$ cat config.mk
export PLATFORM = sky130hd
export DESIGN_NAME = json_string_unescape
export DESIGN_NICKNAME = d
export VERILOG_FILES = /design/src/jsu_pkg.sv /design/src/json_string_unescape.sv /design/src/jsu_step.sv
export SDC_FILE = /design/constraint.sdc
export NUM_CORES = 1
export LEC_CHECK = 0
export ABC_AREA = 0
export BUFFER_PORTS_ARGS = -buffer_cell sky130_fd_sc_hd__buf_2
export CAP_MARGIN = 20
export CORE_MARGIN = 2
export CORE_UTILIZATION = 55
export CTS_BUF_LIST = sky130_fd_sc_hd__clkbuf_2 sky130_fd_sc_hd__clkbuf_4 sky130_fd_sc_hd__clkbuf_8
export CTS_CLUSTER_DIAMETER = 50
export DETAILED_ROUTE_END_ITERATION = 8
export GPL_ROUTABILITY_DRIVEN = 0
export PLACE_DENSITY = 0.76
export SYNTH_ARGS = -nofsm -noshare
export SYNTH_HDL_FRONTEND = slang
export SYNTH_SLANG_ARGS = --single-unit
$ cat constraint.sdc
create_clock -name i_clk -period 2.8 [get_ports i_clk]
set_input_delay 0 -clock i_clk [delete_from_list [all_inputs] [get_ports i_clk]]
set_output_delay 0 -clock i_clk [all_outputs]
set_load 0.02 [all_outputs]
$ cat src/jsu_pkg.sv
// ----------------------------------------------------------------------------
// jsu_pkg: shared types and constants for the JSON string unescape block
// Item structs, parser phases, status codes and character helpers.
// ----------------------------------------------------------------------------
package jsu_pkg;

    typedef struct packed {
        logic       kind;
        logic [7:0] in_byte;
    } t_in_item;

    typedef struct packed {
        logic [7:0] out_char;
        logic       char_valid;
        logic       string_done;
        logic [2:0] status;
    } t_out_item;

    typedef enum logic [1:0] {
        PH_WAIT = 2'd0,
        PH_STR  = 2'd1,
        PH_ESC  = 2'd2,
        PH_HEX  = 2'd3
    } t_phase;

    typedef enum logic [2:0] {
        ST_OK      = 3'd0,
        ST_NOQUOTE = 3'd1,
        ST_ESCAPE  = 3'd2,
        ST_HEX     = 3'd3,
        ST_UNTERM  = 3'd4
    } t_status;

    typedef struct packed {
        t_phase     phase;
        logic [1:0] hex_left;
        logic [7:0] code_low;
        t_status    error_code;
    } t_state;

    localparam logic KIND_DATA = 1'b0;
    localparam logic KIND_END  = 1'b1;

    localparam logic [7:0] CH_QUOTE = 8'h22;
    localparam logic [7:0] CH_BSLASH = 8'h5C;
    localparam logic [7:0] CH_SLASH = 8'h2F;
    localparam logic [7:0] CH_SPACE = 8'h20;
    localparam logic [7:0] CH_TAB = 8'h09;
    localparam logic [7:0] CH_CR = 8'h0D;
    localparam logic [7:0] CH_LOW_U = 8'h75;

    typedef struct packed {
        logic       ok;
        logic [3:0] value;
    } t_nibble;

    typedef struct packed {
        logic       ok;
        logic [7:0] value;
    } t_esc;

    function automatic logic is_space(input logic [7:0] b);
        return (b == CH_SPACE) || (b >= CH_TAB && b <= CH_CR);
    endfunction

    function automatic t_nibble hex_value(input logic [7:0] b);
        t_nibble r;
        r = '0;
        if (b >= 8'h30 && b <= 8'h39) begin
            r.ok    = 1'b1;
            r.value = b[3:0];
        end else if ((b >= 8'h61 && b <= 8'h66) || (b >= 8'h41 && b <= 8'h46)) begin
            // letters a-f / A-F: low nibble 1..6 maps to 10..15
            r.ok    = 1'b1;
            r.value = b[3:0] + 4'd9;
        end
        return r;
    endfunction

    function automatic t_esc escape_value(input logic [7:0] b);
        t_esc r;
        r.ok = 1'b1;
        case (b)
            CH_QUOTE:  r.value = CH_QUOTE;
            CH_BSLASH: r.value = CH_BSLASH;
            CH_SLASH:  r.value = CH_SLASH;
            8'h62:     r.value = 8'h08;
            8'h66:     r.value = 8'h0C;
            8'h6E:     r.value = 8'h0A;
            8'h72:     r.value = 8'h0D;
            8'h74:     r.value = 8'h09;
            default: begin
                r.ok    = 1'b0;
                r.value = 8'h00;
            end
        endcase
        return r;
    endfunction

endpackage

$ cat src/json_string_unescape.sv
// ----------------------------------------------------------------------------
// json_string_unescape: streaming JSON string literal decoder
// Skips leading whitespace, then decodes one string byte per item.
// ----------------------------------------------------------------------------
// Usage:
//   input channel  i_in_valid / o_in_ready / i_in_item: one text byte or an
//   end-of-input marker per item.
//   output channel o_out_valid / i_out_ready / o_out_item: exactly one result
//   item per input item, in order (decoded byte, closing-quote flag, status).
// Timing:
//   an item is held in the input register, is decoded in one pass and lands
//   in the result register. Throughput is one item per cycle while the
//   receiver keeps i_out_ready high; the single decode step that updates
//   the parser state is the only path between the two registers.
// Reset:
//   synchronous, active low; parser waits for an opening quote, no error,
//   both registers empty.
// Stall:
//   while the receiver holds i_out_ready low the result stays put, the input
//   register still takes one more item, then o_in_ready drops until the
//   result is taken. Errors are sticky until reset.
// ----------------------------------------------------------------------------
module json_string_unescape (
    input  logic               i_clk,
    input  logic               i_rst_n,
    input  logic               i_in_valid,
    output logic               o_in_ready,
    input  jsu_pkg::t_in_item  i_in_item,
    output logic               o_out_valid,
    input  logic               i_out_ready,
    output jsu_pkg::t_out_item o_out_item
);

    logic               r_in_valid;
    jsu_pkg::t_in_item  r_in_item;
    logic               r_out_valid;
    jsu_pkg::t_out_item r_out_item;
    jsu_pkg::t_state    r_state;
    jsu_pkg::t_state    n_state;
    jsu_pkg::t_out_item n_out_item;
    logic               w_advance;

    jsu_step u_step (
        .i_state  (r_state),
        .i_item   (r_in_item),
        .o_state  (n_state),
        .o_result (n_out_item)
    );

    // item moves on when the result register is free or being emptied
    assign w_advance  = r_in_valid && (!r_out_valid || i_out_ready);
    assign o_in_ready = !r_in_valid || w_advance;

    always_ff @(posedge i_clk) begin
        if (!i_rst_n) begin
            r_in_valid  <= 1'b0;
            r_out_valid <= 1'b0;
            r_state     <= '{phase: jsu_pkg::PH_WAIT, hex_left: 2'd0,
                             code_low: 8'h00, error_code: jsu_pkg::ST_OK};
        end else begin
            if (o_in_ready) begin
                r_in_valid <= i_in_valid;
            end
            if (w_advance) begin
                r_out_valid <= 1'b1;
                r_state     <= n_state;
            end else if (i_out_ready) begin
                r_out_valid <= 1'b0;
            end
        end
    end

    always_ff @(posedge i_clk) begin
        if (o_in_ready && i_in_valid) begin
            r_in_item <= i_in_item;
        end
        if (w_advance) begin
            r_out_item <= n_out_item;
        end
    end

    assign o_out_valid = r_out_valid;
    assign o_out_item  = r_out_item;

endmodule

$ cat src/jsu_step.sv
// ----------------------------------------------------------------------------
// jsu_step: one-byte decode step
// Next parser state and result item for one input item, purely combinational.
// ----------------------------------------------------------------------------
module jsu_step (
    input  jsu_pkg::t_state    i_state,
    input  jsu_pkg::t_in_item  i_item,
    output jsu_pkg::t_state    o_state,
    output jsu_pkg::t_out_item o_result
);

    jsu_pkg::t_nibble w_hex;
    jsu_pkg::t_esc    w_esc;
    logic [7:0]       w_code;

    assign w_hex  = jsu_pkg::hex_value(i_item.in_byte);
    assign w_esc  = jsu_pkg::escape_value(i_item.in_byte);
    assign w_code = {i_state.code_low[3:0], w_hex.value};

    always_comb begin
        o_state  = i_state;
        o_result = '0;
        if (i_state.error_code == jsu_pkg::ST_OK) begin
            if (i_item.kind == jsu_pkg::KIND_END) begin
                o_state.error_code = (i_state.phase == jsu_pkg::PH_WAIT) ?
                                     jsu_pkg::ST_NOQUOTE : jsu_pkg::ST_UNTERM;
            end else begin
                case (i_state.phase)
                    jsu_pkg::PH_WAIT: begin
                        if (i_item.in_byte == jsu_pkg::CH_QUOTE) begin
                            o_state.phase = jsu_pkg::PH_STR;
                        end else if (!jsu_pkg::is_space(i_item.in_byte)) begin
                            o_state.error_code = jsu_pkg::ST_NOQUOTE;
                        end
                    end
                    jsu_pkg::PH_STR: begin
                        if (i_item.in_byte == jsu_pkg::CH_QUOTE) begin
                            o_result.string_done = 1'b1;
                            o_state.phase        = jsu_pkg::PH_WAIT;
                        end else if (i_item.in_byte == jsu_pkg::CH_BSLASH) begin
                            o_state.phase = jsu_pkg::PH_ESC;
                        end else begin
                            o_result.out_char   = i_item.in_byte;
                            o_result.char_valid = 1'b1;
                        end
                    end
                    jsu_pkg::PH_ESC: begin
                        if (i_item.in_byte == jsu_pkg::CH_LOW_U) begin
                            o_state.phase    = jsu_pkg::PH_HEX;
                            o_state.hex_left = 2'd3;
                            o_state.code_low = 8'h00;
                        end else if (!w_esc.ok) begin
                            o_state.error_code = jsu_pkg::ST_ESCAPE;
                        end else begin
                            o_result.out_char   = w_esc.value;
                            o_result.char_valid = 1'b1;
                            o_state.phase       = jsu_pkg::PH_STR;
                        end
                    end
                    default: begin
                        if (!w_hex.ok) begin
                            o_state.error_code = jsu_pkg::ST_HEX;
                        end else begin
                            o_state.code_low = w_code;
                            if (i_state.hex_left == 2'd0) begin
                                o_result.out_char   = w_code;
                                o_result.char_valid = 1'b1;
                                o_state.phase       = jsu_pkg::PH_STR;
                            end else begin
                                o_state.hex_left = i_state.hex_left - 2'd1;
                            end
                        end
                    end
                endcase
            end
        end
        if (o_state.error_code != jsu_pkg::ST_OK) begin
            o_result        = '0;
            o_result.status = o_state.error_code;
        end
    end

endmodule

# Word-level counts from Yosys, hierarchy flattened
# Cells that the tools add are included.
# classes
eq_ne	17
shifts	0
div_mod_pow	0
n_reduce_logical	27
n_bitwise	4
mux	34
mul	0
n_lt_le_gt_ge	8
add_sub_neg	2
# op_table
operator	count
8-bit by 7-bit == test with 1-bit output (second input constant)	7
7-bit case mux with 8 select lines	1
9-bit two-way mux	4
9-bit case mux with 3 select lines	1
8-bit by 6-bit == test with 1-bit output (second input constant)	3
3-bit two-way mux	8
10-bit case mux with 2 select lines	1
8-bit by 7-bit greater-or-equal comparator with 1-bit output (second input constant)	2
8-bit by 7-bit <= comparator with 1-bit output (second input constant)	2
8-bit two-way mux	2
2-bit two-way mux	7
12-bit two-way mux	1
10-bit two-way mux	1
5-bit two-way mux	2
3-bit case mux with 3 select lines	1
8-bit by 4-bit greater-or-equal comparator with 1-bit output (second input constant)	1
8-bit by 6-bit greater-or-equal comparator with 1-bit output (second input constant)	1
8-bit by 4-bit <= comparator with 1-bit output (second input constant)	1
8-bit by 6-bit <= comparator with 1-bit output (second input constant)	1
8-bit AND reduction	1
4-bit nonzero test	2
8-bit OR reduction	1
7-bit AND reduction	1
1-bit logical AND	6
20 further kinds	34
# totals
mem_bits_rw	0
output_inout_bits	15
register_bits	35
rom_bits	0
latch_bits	0
input_bits	13
word_cells	104
mem_count	0

# Depth between registers and ports, before layout
# Gate-level depths: netlist (run 1).
# depth
ltp_word	11
mapped_depth	9
ltp_nobuf	7

# Cells and area by module
# A second synthesis (run 1) with hierarchy kept.
# unflattened
cells_unflattened	259
hier_area_um2	2431.1
# modules_own_cells
mod	cells_per_inst	instances	seq_area_each_um2	area_each_um2
json_string_unescape	96	1	1001.0	1357.6
jsu_step	163	1	0.0	1073.5

# Worst setup path after synthesis (run 1)
# Ideal clock, no wire load.
# synth_path
kind	register -> register
start	register r_in_item[1] (netlist name)
end	register r_out_item (netlist bit o_out_item[5]) (data pin)
arrival_ns	2.275
setup_ns	0.170
path_buffers	2
t_required_ns	2.630
path_slack_ns	0.355
synth_period_minus_slack_ns	2.445
path_stages_with_launch	10
path_cell_list	edfxtp_1 > inv_1 > ha_1 > nor3b_1 > or4_4 > buf_6 > a41oi_1 > o21ai_1 > buf_4 > a311oi_2
# synth_between
elab_chain_len	11
word_cells_on_any_way	46
cone_classes	8 x order compare; 10 x eq/ne; 19 x mux; 9 x reduce/logical
# synth_lines
item	line	rtl
start, declared	json_string_unescape.sv:35	jsu_pkg::t_in_item r_in_item;
start signal, assigned	json_string_unescape.sv:75	r_in_item <= i_in_item;
8-bit by 7-bit greater-or-equal comparator with 1-bit output / 8-bit by 7-bit <= comparator with 1-bit output (equally long branches)	jsu_pkg.sv:72	end else if ((b >= 8'h61 && b <= 8'h66) || (b >= 8'h41 && b <= 8'h46)) begin
1-bit logical AND	jsu_pkg.sv:72	
1-bit logical OR	jsu_pkg.sv:72	
5-bit two-way mux	jsu_pkg.sv:72	
5-bit two-way mux	jsu_pkg.sv:69	if (b >= 8'h30 && b <= 8'h39) begin
3-bit two-way mux	jsu_step.sv:61	if (!w_hex.ok) begin
3-bit case mux with 3 select lines	jsu_step.sv:28	case (i_state.phase)
3-bit two-way mux	jsu_step.sv:24	if (i_item.kind == jsu_pkg::KIND_END) begin
3-bit two-way mux	jsu_step.sv:23	if (i_state.error_code == jsu_pkg::ST_OK) begin
3-bit nonzero test	jsu_step.sv:77	if (o_state.error_code != jsu_pkg::ST_OK) begin
3-bit OR reduction (no line)	-	
end signal, assigned	json_string_unescape.sv:78	r_out_item <= n_out_item;
end, declared	json_string_unescape.sv:37	jsu_pkg::t_out_item r_out_item;
# Several ways; a longest one is shown, not always the timed one.
# A chain may end at the register's enable or synchronous reset.

# Worst setup path after layout (run 1)
# layout_path
start	register r_in_item[0] (netlist name)
end	register r_out_item (netlist bit o_out_item[8]) (data pin)
# The elaborated chain is that of the path after synthesis.

==> insert_results.sql, run 1 <==
INSERT INTO impl_metrics (metric_group, metric, value, unit) VALUES
('sta', 'max_freq', '396', 'MHz'),
('clocking', 'htree_num_levels', '2', ''),
('detailed_routing', 'drcViolationCount', '0', ''),
('worst_setup_path', 'crit_path_cell_trace', 'inv_1 > ha_1 > or3b_2 > a21o_1 > o311ai_2 > o21ai_1 > buf_4 > a211oi_1', ''),
('sta', 'worst_clock_skew', '12.1', 'ps'),
('sta', 'fin_worst_hold_slack', '13.6', 'ps'),
('synthesis', 'yosys.area_share.simple', '22.6', '%'),
('synthesis', 'synth.mux.area_fraction', '1.32', '%'),
('worst_setup_path', 'worst_setup_path_end_kind', 'flip-flop', ''),
('worst_setup_path', 'ws_path_type', 'flip-flop to flip-flop', ''),
('global_route', 'grt_pass1_vias', '2001', ''),
('global_route', 'global_route.overflow_total', '0', ''),
('synthesis', 'synth-seq-area-share', '38.9', '%'),
('placement', 'placement.io_buffers', '27', ''),
('clocking', 'cts_resized', '0', ''),
('pwr', 'p_leak', '1.01', 'nW'),
('pwr', 'swShare', '24.6', '%'),
('worst_setup_path', 'cp_max_fo', '12', ''),
('clocking', 'ctsHoldBuffers', '10', ''),
('synthesis', 'synth.yosys.warnings', '0', ''),
('sta', 'finalCriticalPeriod', '2520', 'ps'),
('detailed_routing', 'postRouteWirelength', '5340', 'µm'),
('worst_setup_path', 'cp_data_arrival_time', '2630', 'ps'),
('run_status', 'status', 'finished clean', ''),
('hold_path', 'worst_hold_path_type', 'input port to flip-flop', ''),
('pwr', 'power.net_switching', '0.291', 'mW'),
('detailed_routing', 'wire_length_on_met1', '2290', 'µm'),
('worst_setup_path', 'cp_startpoint_kind', 'flip-flop', ''),
('clocking', 'clock_transition_at_the_registers_of_the_reported_paths', '80', 'ps'),
('detailed_routing', 'drt_pass1_iterations', '5', ''),
('finish', 'post_route_cells_drive_above_1_share', '25.2', '%'),
('detailed_routing', 'met2WireLength', '2450', 'µm'),
('detailed_routing', 'vias', '2064', ''),
('sta', 'setup-violations-final', '0', ''),
('sta', 'final-hold-violation-count', '0', ''),
('job', 'max_cap_violations', '0', ''),
('finish', 'insertedDiodeCount', '0', ''),
('placement', 'place_hpwl', '3910', 'µm'),
('worst_setup_path', 'count_of_buffer_and_inverter_cells_on_the_critical_path', '2', ''),
('global_route', 'grt_util_all_layers', '23.8', '%'),
('finish', 'post_route_core_utilization', '69.0', '%'),
('detailed_routing', 'viasPerCell', '6.22', ''),
('global_route', 'grt_first_pass_wirelength', '9320', 'µm'),
('worst_setup_path', 'crit_family', 'compound AO/OA/AOI/OAI gates', ''),
('clocking', 'tritoncts', 'done', ''),
('pwr', 'fin_total_pwr', '1.18', 'mW'),
('sta', 'final_min_period_over_clock_period', '90.2', '%'),
('clocking', 'post-cts-setup-buffers', '0', ''),
('finish', 'nFillCells', '317', ''),
('synthesis', 'syn_area', '2370', 'µm²'),
('worst_setup_path', 'timing.critical_path.slowest_stage_cell', 'or3b_2', ''),
('synthesis', 'postSynthNetCount', '262', ''),
('sta', 'worst_pin_slew', '618', 'ps'),
('clocking', 'insertion_delay', '300', 'ps'),
('global_route', 'antenna_found_initial', '0', ''),
('die', 'die_h', '69.6', 'µm'),
('detailed_routing', 'routedWlPerCell', '16.1', 'µm'),
('detailed_routing', 'drt.antenna.violating_nets', '0', ''),
('die', 'die_area', '4840', 'µm²'),
('clocking', 'cts.sinks', '35', ''),
('global_route', 'grt_start_max_net_pins', '18', ''),
('synthesis', 'synth_cell_types', '63', ''),
('worst_setup_path', 'crit_required', '2900', 'ps'),
('pwr', 'cellInternalPower', '0.892', 'mW'),
('synthesis', 'synth_enable_flop_cells', '22', ''),
('synthesis', 'synth-compound-area-share', '25.8', '%'),
('die', 'placeableCoreArea', '4060', 'µm²'),
('detailed_routing', 'maxUsedRoutingLayer', 'met4', ''),
('synthesis', 'ys_seq_elements', '35', ''),
('clocking', 'master_cell_of_the_clock_root_buffer', 'clkbuf_8', ''),
('clocking', 'clk_path_buf_depth', '2', '');
-- cells in the final DEF, fill, tap and decap left out, drive strengths merged, types with 9 or more instances in the layout --
cell type,n
nor2,11
dlygate4sd3,10
nand2,21
nor3,11
inv,12
buf,38
ha,11
dfxtp,13
edfxtp,22
o21ai,17
a21oi,9
-- per-layer routing --
metal / track usage, % / vias up
li1: - / 987
met1: 30.5 / 949
met2: 38.1 / 106
met3: 5.38 / 22
met4: 10.9 / 0
met5: 0 / -
-- flip-flops by register name, indices dropped and copies added, names as in the netlist --
name / cells
o_out_item: 13
r_state: 11
r_in_item: 9
o_out_valid: 1
r_in_valid: 1
-- power groups by stage --
stage / logic (mW) / registers, mW / clock network (mW)
2_1_floorplan: 0.0755 / 0.603 / 0
3_3_place_gp: 0.127 / 0.594 / 0
3_5_place_dp: 0.129 / 0.595 / 0
4_1_cts: 0.140 / 0.583 / 0.463
5_1_grt: 0.155 / 0.586 / 0.483
6_report: 0.142 / 0.583 / 0.459
-- layout make-up --
class	count	area share (%)
clock buffers	5	2.46
well taps	50	2.24
flip-flops and latches	35	32.9
multi-input cells	179	47.9
inverters	12	1.61
clock inverters	3	1.56
repair buffers	48	11.4
-- metrics by stage --
stage	instances	setup slack, ps	area (µm²)
after floorplan	238	355	2370
after global placement	314	347	2590
after detailed placement	314	305	2590
after CTS	332	288	2800
after global routing	332	94.1	2800
final	332	276	2800
-- worst paths after layout --
kind                                   start       endpoint  slack, ps  cells after the start
worst max register to register  r_in_item[0]  o_out_item[8]        280                      8
worst max-delay path            r_in_item[0]  o_out_item[8]        280                      8
worst min-delay path             i_out_ready    o_out_valid         10                      4
worst min register to register    r_state[5]     r_state[5]        470                      2
-- worst min-delay path, delay by kind of cell --
kind / cells / cell delay [ps]
AND/OR/NAND/NOR: 3 / 190
buffers and inverters: 1 / 80
-- Yosys cell counts (3+ instances only) --
cell type  count  area share, %
inv_1         12            1.9
a211oi_1       5            1.6
nor3_2         5            2.1
a21oi_1        8            1.7
clkbuf_1       6           0.95
or2_1          3           0.79
nand2b_1       4            1.1
nand4_1        4            1.1
and2_1         4            1.1
nor2_1        11            1.7
a22oi_1        5            1.6
ha_1          11            5.8
nor2b_1        7            1.8
buf_2          4           0.85
o21ai_0        7            1.5
nand3_1        8            1.7
and3_1         3           0.79
dfxtp_1       13             11
o211ai_1       5            1.6
o21ai_1        9            1.9
a311oi_2       3            1.9
nor3_1         6            1.3
a21o_1         3           0.95
edfxtp_1      22             28
nand2_1       21            3.3
-- logic make-up after synthesis --
kind of cell / Yosys count
and+or+nand+nor: 91
AOI/OAI and AO/OA: 71
DFF: 35
buffers and inverters: 24
adders and majority gates: 11
xor gates and xnor gates: 3
muxes: 3
No activity file was read; power rests on OpenSTA's default activity.
==> inputs of run 2 (changes only) <==
--- a/config.mk
+++ b/config.mk
@@ -15,6 +15,8 @@
 export DETAILED_ROUTE_END_ITERATION = 8
 export GPL_ROUTABILITY_DRIVEN = 0
 export PLACE_DENSITY = 0.76
+export SETUP_SLACK_MARGIN = 0.4
 export SYNTH_ARGS = -nofsm -noshare
 export SYNTH_HDL_FRONTEND = slang
+export SYNTH_HIERARCHICAL = 1
 export SYNTH_SLANG_ARGS = --single-unit
==> insert_results.sql, run 2 <==
INSERT INTO impl_metrics (metric_group, metric, value, unit) VALUES
('run_status', 'status', 'finished clean', ''),
('global_route', 'grt_start_max_net_pins', '25', ''),
('sta', 'finalCriticalPeriod', '2340', 'ps'),
('worst_setup_path', 'max_stage_delay', '510', 'ps'),
('die', 'placeableCoreArea', '3970', 'µm²'),
('clocking', 'tritoncts', 'done', ''),
('finish', 'mostFrequentLayoutCells', '34 x nand2_1, 27 x buf_2, 22 x edfxtp_1, 22 x buf_4, 16 x a21oi_1', ''),
('worst_setup_path', 'crit_family', 'simple AND/OR/NAND/NOR gates', ''),
('worst_setup_path', 'worst_setup_path_end_kind', 'flip-flop', ''),
('sta', 'final_min_period_over_clock_period', '83.5', '%'),
('synthesis', 'syn_area', '2250', 'µm²'),
('detailed_routing', 'routedWlPerCell', '15.3', 'µm'),
('worst_setup_path', 'crit_path_cell_trace', 'inv_1 > ha_2 > or3b_2 > a21oi_1 > nor2_1 > a21oi_1 > o21bai_1 > nand2_1 > mux2i_1', ''),
('detailed_routing', 'drtIter0Drc', '287', ''),
('detailed_routing', 'vias', '2016', ''),
('detailed_routing', 'postRouteWirelength', '5210', 'µm'),
('die', 'initial_core_util', '56.6', '%'),
('worst_setup_path', 'count_of_buffer_and_inverter_cells_on_the_critical_path', '1', ''),
('pwr', 'p_leak', '0.999', 'nW'),
('die', 'io-pin-count', '28', ''),
('finish', 'number_of_flip_flops_under_the_largest_register_name', '13', ''),
('finish', 'layout.cells.most_common', 'nand2_1', ''),
('worst_setup_path', 'cp_startpoint_kind', 'flip-flop', ''),
('hold_path', 'worst_hold_path_type', 'input port to flip-flop', ''),
('pwr', 'vdd.ir_drop.worst', '0.342', 'mV'),
('placement', 'place_hpwl', '3590', 'µm'),
('sta', 'worst_clock_skew', '9.90', 'ps'),
('clocking', 'clk_path_buf_depth', '2', ''),
('sta', 'timing.setup.tns', '0', 'ps'),
('clocking', 'clock_transition_at_the_registers_of_the_reported_paths', '80', 'ps'),
('synthesis', 'syn-mean-instance-area', '9.40', 'µm²'),
('sta', 'rsz0062_at_grt', 'true', ''),
('synthesis', 'synth.yosys.warnings', '6', ''),
('synthesis', 'synthesis.instances', '239', ''),
('sta', 'final-max-slew-violation-count', '0', ''),
('placement', 'placement.io_buffers', '27', ''),
('pwr', 'pwr_density_cell', '415', 'nW/µm²'),
('clocking', 'cts_made_buffers', '5', ''),
('clocking', 'master_cell_of_the_clock_root_buffer', 'clkbuf_8', ''),
('detailed_routing', 'drcViolationCount', '0', ''),
('clocking', 'cts.sinks', '35', ''),
('finish', 'layout.nets', '307', ''),
('sta', 'setup-violations-final', '0', ''),
('finish', 'flow.area_growth_from_synthesis', '21.2', '%'),
('worst_setup_path', 'timing.critical_path.slowest_stage_cell', 'or3b_2', ''),
('global_route', 'grt_pass1_vias', '1835', ''),
('worst_setup_path', 'cp_data_arrival_time', '2510', 'ps'),
('worst_setup_path', 'cp_max_fo', '6', ''),
('detailed_routing', 'viasPerCell', '5.93', ''),
('die', 'die_area', '4610', 'µm²'),
('sta', 'timing.final.ws_setup', '462', 'ps'),
('worst_setup_path', 'ws_path_type', 'flip-flop to flip-flop', ''),
('detailed_routing', 'drt.antenna.violating_nets', '0', ''),
('sta', 'max-slew-margin-rel', '66.5', '%'),
('worst_setup_path', 'critPathMostFrequentCell', 'a21oi_1', ''),
('job', 'max_cap_violations', '0', ''),
('sta', 'worst_pin_slew', '502', 'ps'),
('synthesis', 'postSynthNetCount', '257', ''),
('pwr', 'fin_total_pwr', '1.13', 'mW'),
('die', 'die_h', '67.9', 'µm'),
('global_route', 'global_route.overflow_total', '0', ''),
('clocking', 'htree_num_levels', '2', ''),
('die', 'die_w', '67.9', 'µm'),
('global_route', 'grt_first_pass_wirelength', '8430', 'µm'),
('placement', 'placement.setup.worst_slack', '334', 'ps'),
('global_route', 'grt_util_all_layers', '24.3', '%'),
('detailed_routing', 'drt_pass1_iterations', '4', ''),
('clocking', 'insertion_delay', '290', 'ps'),
('die', 'floorplan.rows', '23', ''),
('finish', 'insertedDiodeCount', '0', ''),
('sta', 'final-hold-violation-count', '0', ''),
('finish', 'post_route_cells_drive_above_1_share', '26.6', '%'),
('global_route', 'antenna_found_initial', '0', ''),
('worst_setup_path', 'crit_required', '2970', 'ps'),
('sta', 'max_freq', '428', 'MHz');
==> run 2: worst register-to-register path, cell delays in order (launching register included) <==
cell and delay [ps]:
edfxtp_1 460, inv_1 150, ha_2 230, or3b_2 510, a21oi_1 310, nor2_1 130, a21oi_1 220, o21bai_1 90
nand2_1 60, mux2i_1 70
==> run 2: metal layers <==
metal | share of wire [%] | global-route usage (%) | vias up | routed length (µm)
met3 | 7.6 | 4.77 | 9 | 398
met5 | 0 | 0 | - | 0
li1 | - | - | 988 | -
met4 | 1.3 | 6.75 | 0 | 69
met2 | 47 | 40.4 | 96 | 2460
met1 | 44 | 32.4 | 923 | 2290
==> run 2: metrics by stage <==
stage	instance area [µm²]	utilization (%)	hold slack [ps]	std cells
floorplan	2250	-	98.9	239
global placement	2470	62.1	176	316
detailed placement	2470	62.1	178	316
CTS	2680	67.5	56.1	337
global route	2720	68.6	66.2	340
finish	2720	68.6	61.2	340
==> run 2: final timing paths <==
path,start,end,slack [ps],cells past startpoint
worst max register to register,r_in_item[0],r_state[1],460,9
worst min-delay path,i_out_ready,o_out_valid,60,3
worst max-delay path,r_in_item[0],r_state[1],460,9
worst min register to register,r_state[6],r_state[6],490,2
==> run 2: final cells by class <==
cell class	instances	area [µm²]
repair buffers	59	400
well taps	50	62.6
multi-input cells	181	1220
clock inverters	2	12.5
fillers	317	1250
inverters	7	26.3
clock buffers	6	76.3
flip-flops and latches	35	921
==> run 2: power breakdown <==
group	total, mW	internal [mW]	switching (mW)
clock	0.366	0.184	0.182
combinational	0.180	0.0786	0.102
sequential	0.583	0.568	0.0146
total	1.13	0.830	0.299
==> run 2: timing repair <==
action                                  CTS  global route
hold buffers                             10             0
endpoints found under the setup margin   11            15
gates resized for setup                   0             5
pin swaps                                 0             3
setup buffers                             3             3
endpoints found under the hold margin    10             0
==> inputs of run 3 (changes only) <==
==> constraint.sdc (replaced) <==
create_clock -name i_clk -period 2.2 [get_ports i_clk]
set_input_delay 0 -clock i_clk [delete_from_list [all_inputs] [get_ports i_clk]]
set_output_delay 0 -clock i_clk [all_outputs]
set_load 0.02 [all_outputs]
==> insert_results.sql, run 3 (synthesized netlist as in run 2, its figures left out) <==
INSERT INTO impl_metrics (metric_group, metric, value, unit) VALUES
('run_status', 'status', 'finished with violations', ''),
('run_status', 'failed_checks', 'design-rule violations, negative setup slack', ''),
('clocking', 'tritoncts', 'done', ''),
('global_route', 'grt_first_pass_wirelength', '10300', 'µm'),
('placement', 'placement.io_buffers', '27', ''),
('global_route', 'grt_pass1_vias', '2107', ''),
('finish', 'number_of_flip_flops_under_the_largest_register_name', '13', ''),
('detailed_routing', 'routedWlPerCell', '19.0', 'µm'),
('sta', 'max-slew-margin-rel', '66.2', '%'),
('pwr', 'vdd.ir_drop.worst', '0.468', 'mV'),
('detailed_routing', 'drt.antenna.violating_nets', '0', ''),
('global_route', 'global_route.overflow_total', '0', ''),
('finish', 'design_area', '3200', 'µm²'),
('clocking', 'master_cell_of_the_clock_root_buffer', 'clkbuf_8', ''),
('sta', 'worst_clock_skew', '10.4', 'ps'),
('pwr', 'swShare', '25.3', '%'),
('placement', 'placed_cell_area', '2640', 'µm²'),
('pwr', 'combPwrFrac', '18.6', '%'),
('placement', 'dpl.cell_count', '328', ''),
('die', 'die_w', '67.9', 'µm'),
('pwr', 'pwr-share-seq', '45.4', '%'),
('detailed_routing', 'drtIter0Drc', '303', ''),
('finish', 'layout.nets', '327', ''),
('pwr', 'fin_total_pwr', '1.64', 'mW'),
('clocking', 'clk_path_buf_depth', '2', ''),
('pwr', 'pwr_density_cell', '511', 'nW/µm²'),
('finish', 'mostFrequentLayoutCells', '35 x buf_4, 34 x nand2_1, 27 x buf_2', ''),
('sta', 'timing.final.ws_setup', '-107', 'ps'),
('sta', 'setup-violations-final', '6', ''),
('job', 'max_cap_violations', '0', ''),
('pwr', 'cellInternalPower', '1.22', 'mW'),
('sta', 'final-hold-violation-count', '0', ''),
('worst_setup_path', 'reg2reg_from', 'r_in_item[7]', ''),
('sta', 'finalCriticalPeriod', '2310', 'ps'),
('pwr', 'power.net_switching', '0.414', 'mW'),
('die', 'die_area', '4610', 'µm²'),
('worst_setup_path', 'cp_startpoint_kind', 'flip-flop', ''),
('pwr', 'power.clock.fraction', '36.0', '%'),
('finish', 'post_route_core_utilization', '80.7', '%'),
('sta', 'max_freq', '434', 'MHz'),
('detailed_routing', 'viasPerCell', '6.34', ''),
('detailed_routing', 'vias', '2282', ''),
('hold_path', 'worst_hold_path_type', 'input port to flip-flop', ''),
('hold_path', 'min_path_cells', '3', ''),
('hold_path', 'hp-start', 'i_out_ready', ''),
('die', 'io-pin-count', '28', ''),
('worst_setup_path', 'crit_required', '2240', 'ps'),
('die', 'die_h', '67.9', 'µm'),
('worst_setup_path', 'cp_max_fo', '3', ''),
('worst_setup_path', 'worst_setup_path_end_kind', 'flip-flop', ''),
('sta', 'final_min_period_over_clock_period', '105', '%'),
('die', 'placeableCoreArea', '3970', 'µm²'),
('clocking', 'insertion_delay', '290', 'ps'),
('clocking', 'cts.sinks', '35', ''),
('detailed_routing', 'drt_pass1_iterations', '9', ''),
('clocking', 'htree_num_levels', '2', ''),
('die', 'initial_core_util', '56.6', '%'),
('clocking', 'cts_made_buffers', '5', ''),
('detailed_routing', 'postRouteWirelength', '6850', 'µm'),
('worst_setup_path', 'worst-r2r-cell-count', '6', ''),
('clocking', 'clock_transition_at_the_registers_of_the_reported_paths', '70', 'ps'),
('finish', 'insertedDiodeCount', '0', ''),
('die', 'floorplan.rows', '23', ''),
('finish', 'finish.cell_count_without_fillers', '360', ''),
('pwr', 'p_leak', '1.17', 'nW'),
('worst_setup_path', 'ws_path_type', 'flip-flop to flip-flop', ''),
('worst_setup_path', 'cp_data_arrival_time', '2350', 'ps'),
('finish', 'flow.area_growth_from_synthesis', '42.6', '%'),
('detailed_routing', 'drcViolationCount', '1', ''),
('sta', 'final-max-slew-violation-count', '0', ''),
('placement', 'place_hpwl', '3990', 'µm'),
('finish', 'layout.cells.most_common', 'buf_4', ''),
('sta', 'rsz0062_at_grt', 'true', ''),
('finish', 'post_route_cells_drive_above_1_share', '43.2', '%'),
('global_route', 'grt_start_max_net_pins', '25', ''),
('worst_setup_path', 'crit_path_from', 'r_in_item[7]', ''),
('sta', 'worst_pin_slew', '502', 'ps'),
('global_route', 'antenna_found_initial', '0', ''),
('global_route', 'grt_util_all_layers', '30.5', '%');
[run 3: changes by cell type in the layout (fill, tap and decap cells not counted), sizes merged]
cell	before	now
buf	49	69
bufinv	0	1
clkinv	2	0
clkbuf	6	7
[run 3: power groups by stage]
| stage | clock, mW | combinational [mW] | sequential (mW) |
|---|---|---|---|
| floorplan | 0 | 0.145 | 0.766 |
| global placement | 0 | 0.227 | 0.755 |
| detailed placement | 0 | 0.228 | 0.757 |
| CTS | 0.594 | 0.268 | 0.742 |
| global route | 0.621 | 0.320 | 0.746 |
| finish | 0.589 | 0.304 | 0.743 |
[run 3: through the flow]
step / TNS, ps / hold WS, ps / setup WS, ps
final: -297 / 62.8 / -107
after global routing: -1310 / 73.1 / -205
after CTS: 0 / 57.8 / 16.9
after global placement: 0 / 177 / 10.7
after floorplan: -44.8 / 98.9 / -38.9
after detailed placement: -29.7 / 178 / -28.1
[run 3: path summary, 6_finish.rpt]
kind | to | slack, ps
setup / recovery | o_out_item[0] | -110
hold / removal | o_out_valid | 60
setup reg to reg | o_out_item[0] | -110
hold reg to reg | r_state[2] | 500
[run 3: layout make-up]
class	instances	area, µm²
multi-input cells	181	1490
flip-flops and latches	35	921
fillers	213	768
repair buffers	79	586
clock buffers	7	83.8
well taps	50	62.6
clock inverters	1	30.0
inverters	7	26.3
[run 3: layer usage]
| layer | up-vias | track usage (%) | share of wire, % |
|---|---|---|---|
| met2 | 158 | 52.6 | 51 |
| li1 | 1034 | - | - |
| met1 | 1057 | 37.8 | 36 |
| met5 | - | 0 | 0 |
| met4 | 0 | 12.0 | 3.9 |
| met3 | 33 | 5.59 | 9.1 |
[run 3: timing repair]
action	in CTS	in global routing
pin swaps	9	11
setup endpoints to repair	21	21
buffers inserted	9	5
hold endpoints to repair	10	0
resized for setup	23	30
hold buffers	10	0
[run 3: critical path, stage by stage (launching register included)]
cell and delay, ps:
edfxtp_1 420, buf_4 160, or4b_4 540, nor4_1 320, nor3_1 90, a211o_1 320, a31o_2 210
